`src/hdl/bfi_ram.sv`:
```
// ----------------------------------------------------------------------------
// bfi_ram
// single write port, single read port ram with registered read data
// ----------------------------------------------------------------------------
module bfi_ram #(
  parameter int WIDTH = 8,
  parameter int DEPTH = 256
) (
  input  logic                                     clk,
  input  logic                                     we,
  input  logic [((DEPTH > 1) ? $clog2(DEPTH) : 1)-1:0] waddr,
  input  logic [WIDTH-1:0]                         wdata,
  input  logic [((DEPTH > 1) ? $clog2(DEPTH) : 1)-1:0] raddr,
  output logic [WIDTH-1:0]                         rdata
);
  logic [WIDTH-1:0] mem [DEPTH];

  always_ff @(posedge clk) begin
    if (we) begin
      mem[waddr] <= wdata;
    end
    rdata <= mem[raddr];
  end
endmodule

```
`config.mk`:
```
export PLATFORM = sky130hd
export DESIGN_NAME = bfi_ram
export DESIGN_NICKNAME = d
export VERILOG_FILES = /design/src/hdl/bfi_ram.sv
export SDC_FILE = /design/constraint.sdc
export NUM_CORES = 2
export LEC_CHECK = 0
export ABC_AREA = 1
export BUFFER_PORTS_ARGS = -buffer_cell sky130_fd_sc_hd__buf_2
export CAP_MARGIN = 20
export CORE_ASPECT_RATIO = 0.7
export CORE_MARGIN = 2
export CORE_UTILIZATION = 50
export DETAILED_ROUTE_END_ITERATION = 8
export GPL_ROUTABILITY_DRIVEN = 0
export HOLD_SLACK_MARGIN = 0.15
export PLACE_DENSITY_LB_ADDON = 0.2
export SLEW_MARGIN = 20
export SYNTH_ARGS = -nofsm -noshare
export SYNTH_HDL_FRONTEND = slang
export SYNTH_SLANG_ARGS = --single-unit
```
`constraint.sdc`:
```
create_clock -name clk -period 1.6 [get_ports clk]
set_input_delay 0.24 -clock clk [delete_from_list [all_inputs] [get_ports clk]]
set_output_delay 0.24 -clock clk [all_outputs]
set_load 0.1 [all_outputs]
```
==> reports/qor.yml <==
grt_pass1_wl_um: 362000
place.port_buffers: 33
wl_per_cell_um: 24.7
critPathArrivalTime_ns: 1.49
io-pin-count: 34
crit_startpoint: "rdata[5]$_DFF_P_"
drc_errors: 0
final_nets: 7587
synth.yosys.seq_area_share_pct: 73.9
hold_path_startpoint: "raddr[5]"
rsz_0062_raised_after_global_routing: "yes"
worst_clock_skew_on_the_final_layout_ns: 0.0387
clkLatencyLatePin_ns: 0.83
synthDistinctLibCells: 14
postPlaceCellArea_um2: 92100
instances_no_fill: 9939
rr_endpoint: "rdata[2]$_DFF_P_"
finish.instance_area_um2: 99800
area_delta_synth_final_pct: 19.7
total_number_of_yosys_warnings: 0
antenna_found_initial: 9
slowest_delay_ns: 0.46
flip_flop_and_latch_count_after_synthesis: 2056
worst_path_max_delay_cell: "dfxtp_4"
chipWidth_um: 492
critPathKind: "reg -> out"
hold_path_depth: 7
synth_largest_area_cell: "edfxtp_1"
number_of_synthesized_flops_with_an_enable_pin: 2048
failed_checks: "negative setup slack"
gr-max-usage-layer: "met1"
max_freq_mhz: 577
routed_via_density: 5.84
cap_violations: 0
critPathRequiredTime_ns: 1.36
critical_path.endpoint: "rdata[5]"
crit_path_capture_type: "output pin"
global_route.usage.total_pct: 28.5
r2r_cells: 10
synthMostInstantiatedCell: "nand2_1"
fin_crit_ns: 1.73
syn_inst: 7003
rows: 125
post_detail_place_hpwl_um: 157000
cts-root-buf: "clkbuf_16"
layout_setup_ws_ns: -0.134
report.final.hold_viol_count: 0
via_count: 58100
power.ir.vdd_worst_mv: 0.996
post_synth_most_frequent_cells: "nand2_1, edfxtp_1, nand3_1, nor2_1, buf_2"
synthesis.area_per_instance_um2: 11.9
post_synthesis_net_count: 7029
run_status: "complete, but fails checks"
hold_path.class: "in -> reg"
synth-main-ff-cell: "edfxtp_1"
final_layout_size_suffix_gt1_share_pct: 17.5
drt_iter0_drc: 8299
via_count_of_the_first_global_routing_pass: 54600
clock_tree_from_tritoncts: "built"
fin_worst_hold_slack_ns: 0.227
final_core_util_pct: 60.2
dp.cells: 9577
placeableCoreArea_um2: 166000
global_route_total_overflow: 0
clkSlewWorstSetupHoldPaths_ns: 0.07
pin_slew_with_the_least_headroom_to_its_limit_ns: 0.669
p_per_area_nw_per_um2: 1130
groute.layer.met3.usage_pct: 7.13
worst_setup_path_start_kind: "flip-flop"
largest_delay_share_family_worst_path: "flip-flops"
antenna_left: 0
h-tree-depth: 4
rr_startpoint: "mem[235][2]$_DFFE_PP_"
die_h_um: 346
detailedRoute.firstPassIterationCount: 7
post_route_clock_period_utilization_pct: 108
die_area_um2: 170000
timing.critical_path.cells: "buf_12"
groute.layer.met1.usage_pct: 43.4
cp.buffers_inverters: 1
clock_sinks: 2056
yosysTopAreaCellShare_pct: 73.7
finalWirelength_um: 245000
n_fill_cell: 12900
clockBufferDepth: 3
power_leakage_nw: 36.1
cts_made_buffers: 189
initial_core_util_pct: 50.3
totalPowerFinal_mw: 113
cp.depth: 1
synth_top_cells_by_area: "edfxtp_1, nand3_1, nand2_1"
setup_viol: 9
cp_max_fo: 1
grt_max_degree: 78
grt.met2_usage_pct: 40.5
worst-r2r-setup-slack_ns: -0.01
mappedNetlistArea_um2: 83400
drv_slew: 0
async_flop_share_pct: 0
relSlewSlack_pct: 55.4
==> kinds of logic (layout without fill, tap and decap cells) <==
family        Yosys count  count (layout)  share of synthesized area, %
simple gates         4425            4425                          22.9
flops                2056            2056                          73.9
buf+inv               522            1235                          3.12
other cells             0               1                             0
==> layout make-up <==
| cell class | count | area, um^2 | area share, % |
|---|---|---|---|
| antenna | 1 | 2.50 | 0.00251 |
| clock buffer | 247 | 5100 | 5.11 |
| clock inverter | 99 | 828 | 0.830 |
| inverter | 39 | 190 | 0.191 |
| multi-input combinational | 4425 | 20600 | 20.7 |
| sequential | 2056 | 61700 | 61.8 |
| tap | 2222 | 2780 | 2.79 |
| timing repair buffer | 850 | 8590 | 8.60 |
==> registers in the layout (all words and copies together), names as in the netlist <==
register / cells
mem: 2048
rdata: 8
==> where the power goes <==
group | internal, mW | switching (mW) | total (mW)
registers | 59.3 | 0.0874 | 59.4
clock network | 24.5 | 19.9 | 44.4
logic | 2.81 | 6.14 | 8.95
total | 86.7 | 26.1 | 113
==> worst min path at each step <==
stage / slack [ns] / to
floorplan: 0.34 / mem[0][0]$_DFFE_PP_
CTS: 0.20 / rdata[4]$_DFF_P_
finish: 0.23 / rdata[6]$_DFF_P_
global route: 0.24 / rdata[4]$_DFF_P_
detailed placement: 0.62 / mem[100][2]$_DFFE_PP_
global placement: 0.62 / mem[100][2]$_DFFE_PP_
==> cells in the final DEF (no fill, tap or decap), types with 44 or more instances in the layout <==
cell type	count
nand3_2	181
buf_12	165
clkbuf_16	196
clkbuf_1	49
nand2_1	2110
edfxtp_1	2048
nand3_4	44
nand3_1	1794
nor2_1	283
buf_4	645
==> metrics by stage <==
step | worst slack, ns | TNS, ns
global route | -0.144 | -0.744
floorplan | -0.131 | -29.73
finish | -0.134 | -0.437
CTS | -0.182 | -0.772
global placement | -1.15 | -114.21
detailed placement | -1.14 | -134.40
==> per-layer routing <==
metal	up-vias	share of wire, %
li1	26000	-
met1	28400	42
met2	3234	43
met3	388	12
met4	10	2.8
met5	-	0.026
==> what timing repair did <==
item / in CTS / in global routing
endpoints found under the setup margin: 16 / 16
resized for setup: 140 / 188
pin swaps: 13 / 54
setup buffers: 0 / 6
gates cloned: 0 / 1
hold endpoints to repair: 1987 / 0
hold buffers: 10 / 0
(Power assumes the default switching activity.)
