[src/hdl/bfi_pkg.sv]
// ----------------------------------------------------------------------------
// bfi_pkg
// shared types, codes and widths of the bf interpreter core
// ----------------------------------------------------------------------------
package bfi_pkg;

  // default sizes of the stores
  localparam int PROGRAM_DEPTH_DEF = 1024;
  localparam int TAPE_CELLS_DEF    = 1024;
  localparam int INPUT_DEPTH_DEF   = 256;
  localparam int OUTPUT_DEPTH_DEF  = 256;

  // transaction field widths
  localparam int KIND_W    = 3;
  localparam int ADDR_W    = 10;
  localparam int BYTE_W    = 8;
  localparam int BUDGET_W  = 24;
  localparam int INLEN_W   = 9;
  localparam int COUNT_W   = 9;
  localparam int CONSUME_W = 16;
  localparam int PLEN_W    = 11;

  // configuration port
  localparam int CFG_AW = 3;
  localparam int CFG_DW = 32;
  localparam logic [CFG_AW-1:0] REG_PROGRAM_LENGTH = 3'd0;

  localparam logic [CONSUME_W-1:0] CONSUME_MAX = '1;

  typedef enum logic [KIND_W-1:0] {
    KIND_LOAD_PROG = 3'd0,
    KIND_LOAD_IN   = 3'd1,
    KIND_RUN       = 3'd2,
    KIND_READ      = 3'd3,
    KIND_CLEAR     = 3'd4
  } kind_t;

  // command bytes
  localparam logic [BYTE_W-1:0] OP_INC   = 8'h2B;
  localparam logic [BYTE_W-1:0] OP_DEC   = 8'h2D;
  localparam logic [BYTE_W-1:0] OP_RIGHT = 8'h3E;
  localparam logic [BYTE_W-1:0] OP_LEFT  = 8'h3C;
  localparam logic [BYTE_W-1:0] OP_OUT   = 8'h2E;
  localparam logic [BYTE_W-1:0] OP_IN    = 8'h2C;
  localparam logic [BYTE_W-1:0] OP_OPEN  = 8'h5B;
  localparam logic [BYTE_W-1:0] OP_CLOSE = 8'h5D;
  localparam logic [BYTE_W-1:0] IN_EOF   = 8'h04;

  typedef enum logic [2:0] {
    ST_IDLE,
    ST_FETCH,
    ST_EXEC,
    ST_SCAN_RD,
    ST_SCAN_CHK,
    ST_OUT_RD,
    ST_DONE
  } state_t;

  // control broadcast along the tape
  typedef struct packed {
    logic              clr;
    logic              up;    // each cell takes its upper neighbor (head moves right)
    logic              dn;    // each cell takes its lower neighbor (head moves left)
    logic              wr;
    logic [BYTE_W-1:0] wdata;
  } tape_ctrl_t;

endpackage

[src/hdl/bfi_cell.sv]
// ----------------------------------------------------------------------------
// bfi_cell
// one tape cell: holds a byte, takes a neighbor's byte when the head moves
// ----------------------------------------------------------------------------
module bfi_cell (
  input  logic                       clk,
  input  logic                       rst_n,
  input  bfi_pkg::tape_ctrl_t        ctrl,
  input  logic [bfi_pkg::BYTE_W-1:0] from_up,
  input  logic [bfi_pkg::BYTE_W-1:0] from_dn,
  output logic [bfi_pkg::BYTE_W-1:0] data_o
);
  import bfi_pkg::*;

  logic [BYTE_W-1:0] data_r, data_nxt;

  always_comb begin
    data_nxt = data_r;
    if (ctrl.clr) begin
      data_nxt = '0;
    end else if (ctrl.up) begin
      data_nxt = from_up;
    end else if (ctrl.dn) begin
      data_nxt = from_dn;
    end else if (ctrl.wr) begin
      data_nxt = ctrl.wdata;
    end
  end

  always_ff @(posedge clk) begin
    if (!rst_n) begin
      data_r <= '0;
    end else begin
      data_r <= data_nxt;
    end
  end

  assign data_o = data_r;
endmodule

[config.mk]
export PLATFORM = sky130hd
export DESIGN_NAME = bfi_cell
export DESIGN_NICKNAME = d
export VERILOG_FILES = /design/src/hdl/bfi_pkg.sv /design/src/hdl/bfi_cell.sv
export SDC_FILE = /design/constraint.sdc
export NUM_CORES = 1
export LEC_CHECK = 0
export ABC_AREA = 1
export BUFFER_PORTS_ARGS = -buffer_cell sky130_fd_sc_hd__buf_4
export CAP_MARGIN = 10
export CORE_MARGIN = 8
export CORE_UTILIZATION = 44
export DETAILED_ROUTE_END_ITERATION = 12
export PLACE_DENSITY = 0.87
export SYNTH_ARGS = -nofsm -noshare
export SYNTH_HDL_FRONTEND = slang
export SYNTH_SLANG_ARGS = --single-unit
[constraint.sdc]
create_clock -name clk -period 1.2 [get_ports clk]
set_clock_uncertainty 0.2 [all_clocks]
set_input_delay 0 -clock clk [delete_from_list [all_inputs] [get_ports clk]]
set_output_delay 0 -clock clk [all_outputs]
set_load 0.005 [all_outputs]
==> reports/metrics.csv, run 1 <==
metric;value;unit
via count;890;
post-route total power;0.811;mW
Worst Hold Depth;5;
Setup TNS Final;0;ns
# setup viols final;0;
failing checks;hold timing;
FF-to-FF Start;data_o[5];
WHS Endpoint;data_o[6];
syn_nets;144;
post-synthesis adder-cell area fraction;0;
MaxCap Viol Count;0;
CP Max Fanout;8;
WS Path Type;primary input to flip-flop;
Buffers on Ports;37;
Hold Vio Cnt, Final;8;
DRT Pass-1 Iters;6;
row count;15;
Mapped Avg Cell Area;6.51;um^2
post-DP HPWL;1490;um
share of layout cells above drive strength 1;0.349;
Initial Utilization;0.449;
GR Overflow Total;0;
sequential-to-total area share from yosys stat;0.216;
minimum clock period;1.10;ns
first-pass GRT wire length;3710;um
VDD IR max;408;uV
TritonCTS Buffers;3;
final period utilization;0.916;
worst endpoint data arrival time;1.08;ns
Syn Std Cell Area;742;um^2
Mapped Cells;114;
internal reg-to-reg setup slack;0.30;ns
diode count;0;
Core ar.;0.00165;mm^2
drt drc;0;
post-cts repair resize count;0;
Critical Path RT;1.18;ns
detailed-route wire length;2240;um
Worst R2R End;data_o[5];
Die X-Extent;57.1;um
wire length per cell after detailed routing;11.7;um
CP Capture Type;flip-flop;
Yosys cell types;11;
Peak Freq;910;MHz
Layout Area Growth over Synthesis;68.1;%
DR vias/cell;4.64;
CTS root buf;clkbuf_4;
post-synthesis xor/xnor area fraction;0;
Power Dens Cells;650;mW/mm^2
DR iter-0 viols;7;
die area;0.00326;mm^2
Final Max Slew Viols;0;
reg2reg path depth;4;
P_leak;0.678;nW
Post-DP Area;975;um^2
io pins;38;
Clock Path Buffers;2;
Tot GR Track Use;0.135;
Critical Path, Cell by Cell;dlygate4sd3_1, buf_4, nor2_1, buf_4, nand2_1, a21oi_2;
hold path startpoint;from_dn[6];
main combinational cell family by area after synthesis;simple AND/OR/NAND/NOR gates;
Syn. warnings;0;
Compound-Gate Fraction of Synth Area;0.189;
Post-Place Worst Slack;0.187;ns
die height;57.1;um
final hold slack;-0.0465;ns
largest net degree at the start of global routing;25;
CP peak stage delay;0.53;ns
setup ws final;0.101;ns
max_slew headroom;0.807;
Final Cell Area;0.00125;mm^2
CTS clk-pin slew, worst paths;0.06;ns
post-synthesis register bit count;8;
Antenna Nets Post-Route;0;
vias in the first global route;892;
Critical-path top delay cell;dlygate4sd3_1;
Startpoint Class;primary input;
RD Place Congestion;0.690;
post-synthesis mux area share;0;
CP dominant cell by count;buf_4;
clk sinks;8;
Synth Area in Simple Gates;0.315;
final net count;207;
status;finished with violations;
unrepaired setup endpoints after global routing;false;
Worst Tran Pin Value;0.289;ns
worst skew pair latency;0.25;ns
initial antenna violation count;0;
CTS H-tree depth;1;
CTS tree;built;
HP Class;primary input to flip-flop;
Largest register FFs;8;
[area by class of cell]
cell class | instances | area [um^2]
clock buffers | 3 | 22.5
fillers | 129 | 404
inverters | 35 | 134
multi-input cells | 66 | 374
flip-flops and latches | 8 | 160
well taps | 17 | 21.3
repair buffers | 63 | 536
[metrics by stage]
stage	instances	util
3_3_place_gp	164	0.590
5_1_grt	192	0.755
3_5_place_dp	164	0.590
2_1_floorplan	114	-
6_report	192	0.755
4_1_cts	191	0.749
[synth_stat cells]
cell type,n,area (um^2)
inv_1,34,128
nand2_1,32,120
a21oi_2,16,140
nand3_1,14,70.1
dfxtp_1,8,160
buf_6,3,33.8
buf_12,2,40.0
nand3_2,2,20.0
inv_4,1,6.26
nor2_1,1,3.75
nor2_8,1,20.0
[timing repair]
| item | CTS | global route |
|---|---|---|
| hold buffers | 24 | 1 |
| endpoints found under the hold margin | 8 | 8 |
| setup buffers | 0 | 0 |
[cell usage in the layout (no fill, tap or decap), drive strengths merged]
cell type / count
clkbuf: 3
dfxtp: 8
nand3: 16
nor2: 2
dlygate4sd3: 25
buf: 38
inv: 35
nand2: 32
a21oi: 16
[worst max path at each step]
| stage | start | endpoint | cells past startpoint |
|---|---|---|---|
| after detailed placement | ctrl[9] | data_o[5] | 5 |
| final | ctrl[11] | data_o[2] | 6 |
| after global routing | ctrl[11] | data_o[0] | 6 |
| after CTS | ctrl[11] | data_o[2] | 6 |
| after floorplan | ctrl[9] | data_o[0] | 6 |
| after global placement | ctrl[9] | data_o[4] | 5 |
[critical path, delay by kind of cell]
kind	cells	cell delay [ns]
AOI/OAI and AO/OA	1	0.10
buffers and inverters	3	0.82
and+or+nand+nor	2	0.16
[metal layers]
metal,track usage,share of wire,vias up
met3,0.0355,0.055,4
li1,-,-,457
met4,0.0638,0.016,0
met1,0.139,0.41,394
met2,0.243,0.52,35
met5,0,0,-
[power breakdown]
group / internal [mW] / switching, mW / total, mW
clock network: 0.114 / 0.0894 / 0.204
logic: 0.180 / 0.139 / 0.320
registers: 0.280 / 0.00740 / 0.288
total: 0.575 / 0.236 / 0.811
[cells by family (layout without fill, tap and decap cells)]
group	Yosys count	after routing
AO/OA/AOI/OAI	16	16
buffers and inverters	40	101
flip-flops	8	8
AND/OR/NAND/NOR	50	50
No activity file was read; power rests on OpenSTA's default activity.
==> run 2, diff against run 1 <==
- HOLD_SLACK_MARGIN: not set -> 0.12
==> reports/metrics.csv, run 2 (same netlist as run 1, synthesis figures left out) <==
metric;value;unit;change
status;finished with violations;;unchanged
failing checks;hold timing;;unchanged
worst endpoint data arrival time;1.08;ns;about the same
largest net degree at the start of global routing;25;;unchanged
Die X-Extent;57.1;um;unchanged
CTS root buf;clkbuf_4;;unchanged
post-DP HPWL;1490;um;unchanged
Placed Cells;164;;unchanged
DRT Pass-1 Iters;4;;was 6
# setup viols final;0;;unchanged
VDD IR max;406;uV;was 408 uV
Peak Freq;910;MHz;about the same
CP Max Fanout;8;;unchanged
internal reg-to-reg setup slack;0.30;ns;about the same
CP dominant cell by count;buf_4;;unchanged
CP peak stage delay;0.53;ns;about the same
first-pass GRT wire length;3710;um;unchanged
Core ar.;0.00165;mm^2;unchanged
reg2reg path depth;4;;unchanged
Hold Vio Cnt, Final;8;;unchanged
diode count;0;;unchanged
TritonCTS Buffers;3;;unchanged
HP Class;primary input to flip-flop;;unchanged
DR iter-0 viols;7;;unchanged
CTS tree;built;;unchanged
Initial Utilization;0.449;;unchanged
Final Max Slew Viols;0;;unchanged
share of layout cells above drive strength 1;0.351;;was 0.349
P_leak;0.674;nW;was 0.678 nW
via count;878;;was 890
CTS clk-pin slew, worst paths;0.06;ns;about the same
Worst Path Buf+Inv;3;;unchanged
RD Place Congestion;0.690;;unchanged
Tot GR Track Use;0.135;;unchanged
Worst Tran Pin Value;0.289;ns;about the same
final hold slack;-0.0493;ns;was -0.0465 ns
unrepaired setup endpoints after global routing;false;;unchanged
worst skew pair latency;0.25;ns;about the same
io pins;38;;unchanged
GR Overflow Total;0;;unchanged
Post-CTS Setup Inserts;0;;unchanged
Worst Hold Depth;5;;unchanged
Core Util, Final;0.749;;was 0.755
MaxCap Viol Count;0;;unchanged
most common cell after layout, fill and taps aside;buf_4;;unchanged
max_slew headroom;0.807;;about the same
CTS H-tree depth;1;;unchanged
leading cell types in the layout, fill and taps excluded;buf_4 (38), inv_1 (34), nand2_1 (32), dlygate4sd3_1 (24), a21oi_2 (16);;was buf_4 (38), inv_1 (34), nand2_1 (32), dlygate4sd3_1 (25), a21oi_2 (16)
Antenna Nets Post-Route;0;;unchanged
Critical Path, Cell by Cell;dlygate4sd3_1, buf_4, nor2_1, buf_4, nand2_1, a21oi_2;;unchanged
drt drc;0;;unchanged
post-route total power;0.807;mW;was 0.811 mW
vias in the first global route;892;;unchanged
CTS Hold Buffers Added;24;;unchanged
Critical Path RT;1.18;ns;about the same
Clock Path Buffers;2;;unchanged
wire length per cell after detailed routing;11.6;um;was 11.7 um
Setup TNS Final;0;ns;unchanged
detailed-route wire length;2210;um;was 2240 um
hold path startpoint;from_dn[6];;unchanged
Largest register FFs;8;;unchanged
initial antenna violation count;0;;unchanged
post-cts repair resize count;0;;unchanged
FF-to-FF Start;data_o[5];;unchanged
minimum clock period;1.10;ns;about the same
WS Path Type;primary input to flip-flop;;unchanged
Buffers on Ports;37;;unchanged
WHS Endpoint;data_o[6];;unchanged
die area;0.00326;mm^2;unchanged
final period utilization;0.916;;about the same
Power Dens Cells;652;mW/mm^2;was 650 mW/mm^2
Top delay family on crit path;buffers and inverters;;unchanged
Layout Area Growth over Synthesis;66.8;%;was 68.1%
final net count;206;;was 207
CP Capture Type;flip-flop;;unchanged
Critical-path top delay cell;dlygate4sd3_1;;unchanged
die height;57.1;um;unchanged
DR vias/cell;4.60;;was 4.64
clk sinks;8;;unchanged
Final Instance Count excl. Fillers;191;;was 192
Worst R2R End;data_o[5];;unchanged
row count;15;;unchanged
Startpoint Class;primary input;;unchanged
[run 2: cell types whose count changed in the layout (fill, tap and decap cells not counted)]
| cell | change |
|---|---|
| dlygate4sd3_1 | -1 |
[run 2: cell type report]
| cell class | instances | area [um^2] |
|---|---|---|
| clock buffer | 3 | 22.5 |
| fill | 133 | 414 |
| inverter | 35 | 134 |
| multi-input combinational | 66 | 374 |
| sequential | 8 | 160 |
| tap | 17 | 21.3 |
| timing repair buffer | 62 | 526 |
[run 2: report_power, final]
| group | internal (mW) | total, mW | switching, mW |
|---|---|---|---|
| logic | 0.178 | 0.316 | 0.138 |
| clock network | 0.114 | 0.204 | 0.0894 |
| registers | 0.280 | 0.288 | 0.00739 |
[run 2: how the worst max path moves through the flow]
stage          startpoint         to  slack [ns]  depth (start not counted)
2_1_floorplan     ctrl[9]  data_o[0]        0.34                          6
3_3_place_gp      ctrl[9]  data_o[4]        0.24                          5
3_5_place_dp      ctrl[9]  data_o[5]        0.19                          5
4_1_cts          ctrl[11]  data_o[2]        0.09                          6
5_1_grt          ctrl[11]  data_o[0]        0.04                          6
6_report         ctrl[11]  data_o[2]        0.10                          6
[run 2: stage by stage]
stage	setup WS [ns]	cell area [um^2]
after floorplan	0.336	742
after global placement	0.244	975
after detailed placement	0.187	975
after CTS	0.0934	1240
after global routing	0.0364	1240
final	0.101	1240
[run 2: layer usage]
metal / wire length [um] / up-vias / global-route usage
li1: - / 455 / -
met1: 923 / 386 / 0.139
met2: 1130 / 33 / 0.243
met3: 120 / 4 / 0.0355
met4: 36 / 0 / 0.0638
met5: 0 / - / 0
[run 2: worst reg2reg max path: stages (launching register included)]
cell	delay, ns
dfxtp_1	0.34
inv_1	0.05
nand3_1	0.09
nand2_1	0.07
a21oi_2	0.09
==> run 3, diff against run 2 <==
--- a/config.mk
+++ b/config.mk
@@ -11,6 +11,7 @@
 export CORE_MARGIN = 8
-export CORE_UTILIZATION = 44
+export CORE_UTILIZATION = 40
 export DETAILED_ROUTE_END_ITERATION = 12
 export HOLD_SLACK_MARGIN = 0.12
-export PLACE_DENSITY = 0.87
+export PLACE_DENSITY = 0.84
+export REMOVE_ABC_BUFFERS = 1
 export SYNTH_ARGS = -nofsm -noshare
==> constraint.sdc (replaced) <==
create_clock -name clk -period 0.95 [get_ports clk]
set_clock_uncertainty 0.2 [all_clocks]
set_input_delay 0.1425 -clock clk [delete_from_list [all_inputs] [get_ports clk]]
set_output_delay 0.1425 -clock clk [all_outputs]
set_load 0.005 [all_outputs]
==> reports/metrics.csv, run 3 (same netlist as run 1, synthesis figures left out) <==
metric;value;unit;change
share of layout cells above drive strength 1;0.474;;was 0.351
Tot GR Track Use;0.110;;was 0.135
MaxCap Viol Count;0;;unchanged
largest net degree at the start of global routing;25;;unchanged
CTS H-tree depth;1;;unchanged
Initial Utilization;0.425;;was 0.449
drt drc;0;;unchanged
Layout Area Growth over Synthesis;45.2;%;was 66.8%
FF-to-FF Start;data_o[0];;was data_o[5]
clk sinks;8;;unchanged
Placed Cells;176;;was 164
Clock Path Buffers;2;;unchanged
worst endpoint data arrival time;0.69;ns;was 1.08 ns
io pins;38;;unchanged
Power Dens Cells;906;mW/mm^2;was 652 mW/mm^2
TritonCTS Buffers;3;;unchanged
Critical Path RT;0.61;ns;was 1.18 ns
Core ar.;0.00175;mm^2;was 0.00165 mm^2
Worst Hold Depth;5;;unchanged
post-DP HPWL;1550;um;was 1490 um
worst skew pair latency;0.25;ns;about the same
Final Max Slew Viols;0;;unchanged
VDD IR max;612;uV;was 406 uV
Critical-path top delay cell;dfxtp_2;;was dlygate4sd3_1
detailed-route wire length;1890;um;was 2210 um
Peak Freq;969;MHz;
Worst Tran Pin Value;0.287;ns;was 0.289 ns
die height;59.1;um;was 57.1 um
via count;795;;was 878
max_slew headroom;0.808;;was 0.807
hold path startpoint;from_up[5];;was from_dn[6]
CTS tree;built;;unchanged
final period utilization;1.09;;
Crit path depth;1;;was 6
# setup viols final;8;;was 0
leading cell types in the layout, fill and taps excluded;inv_1 (34), buf_4 (34), nand2_1 (32), a21oi_2 (16), nand3_1 (14);;was buf_4 (38), inv_1 (34), nand2_1 (32), dlygate4sd3_1 (24), a21oi_2 (16)
unrepaired setup endpoints after global routing;true;;was false
Buffers on Ports;37;;unchanged
Critical Path, Cell by Cell;buf_6;;was dlygate4sd3_1, buf_4, nor2_1, buf_4, nand2_1, a21oi_2
final net count;186;;was 206
setup ws final;-0.0818;ns;was 0.101 ns
CP Max Fanout;2;;was 8
status;finished with violations;;unchanged
die area;0.00349;mm^2;was 0.00326 mm^2
Worst Path Buf+Inv;1;;was 3
WS Path Type;flip-flop to output pin;;was primary input to flip-flop
RD Place Congestion;0.820;;was 0.690
Startpoint Class;flip-flop;;was primary input
minimum clock period;1.03;ns;
vias in the first global route;793;;was 892
internal reg-to-reg setup slack;0.08;ns;was 0.30 ns
Post-Place Worst Slack;-0.165;ns;was 0.187 ns
critical path startpoint;data_o[2];;was ctrl[11]
GR Overflow Total;0;;unchanged
first-pass GRT wire length;3130;um;was 3710 um
Largest register FFs;8;;unchanged
Die X-Extent;59.1;um;was 57.1 um
WHS Endpoint;data_o[5];;was data_o[6]
wire length per cell after detailed routing;10.6;um;was 11.6 um
DR iter-0 viols;16;;was 7
Hold Vio Cnt, Final;0;;was 8
P_leak;0.603;nW;was 0.674 nW
CTS clk-pin slew, worst paths;0.06;ns;about the same
CP peak stage delay;0.33;ns;was 0.53 ns
diode count;0;;unchanged
failing checks;setup timing;;was hold timing
CTS root buf;clkbuf_4;;unchanged
Antenna Nets Post-Route;0;;unchanged
DRT Pass-1 Iters;4;;unchanged
row count;15;;unchanged
Final Instance Count excl. Fillers;179;;was 191
initial antenna violation count;0;;unchanged
Top delay family on crit path;flip-flops;;was buffers and inverters
HP Class;primary input to flip-flop;;unchanged
CP Capture Type;output pin;;was flip-flop
Worst R2R End;data_o[0];;was data_o[5]
reg2reg path depth;4;;unchanged
DR vias/cell;4.44;;was 4.60
run 3: cell count changes in the layout (fill, tap and decap cells not counted), sizes merged:
cell | previous run | this run
buf | 38 | 42
dlygate4sd3 | 24 | 0
run 3: power breakdown:
part | switching (mW) | leakage (nW) | internal [mW]
clock | 0.123 | 0.0138 | 0.145
combinational | 0.155 | 0.520 | 0.182
sequential | 0.0123 | 0.0688 | 0.358
total | 0.291 | 0.603 | 0.685
run 3: metrics by stage:
stage                      util  total power, mW  cell area [um^2]  hold slack (ns)  TNS, ns
after global placement    0.581            0.692              1010            0.271   -0.989
final                     0.617            0.976              1080           0.0149   -0.590
after floorplan               -            0.525               668            0.161        0
after CTS                 0.617            0.994              1080           0.0138   -0.671
after detailed placement  0.581            0.700              1010            0.280    -1.21
after global routing      0.617             1.05              1080           0.0274   -0.788
run 3: area by class of cell:
type                    count  area [um^2]
fillers                   159          668
multi-input cells          66          374
repair buffers             42          345
flip-flops and latches      8          170
inverters                  35          134
well taps                  25         31.3
clock buffers               3         22.5
run 3: how the worst max path moves through the flow:
stage / end
floorplan: data_o[0]
global placement: data_o[3]
detailed placement: data_o[7]
CTS: data_o[5]
global route: data_o[5]
finish: data_o[2]
run 3: per-layer routing:
layer / track usage / part of all wire
met1: 0.109 / 0.39
met2: 0.215 / 0.56
met3: 0.0282 / 0.051
met4: 0.0341 / 0
met5: 0 / 0
run 3: what timing repair did:
action                                  CTS  global route
endpoints found under the setup margin    8             8
buffers inserted                          0             0
pin swaps                                 0             0
resized for setup                        16             0
endpoints found under the hold margin     8             8
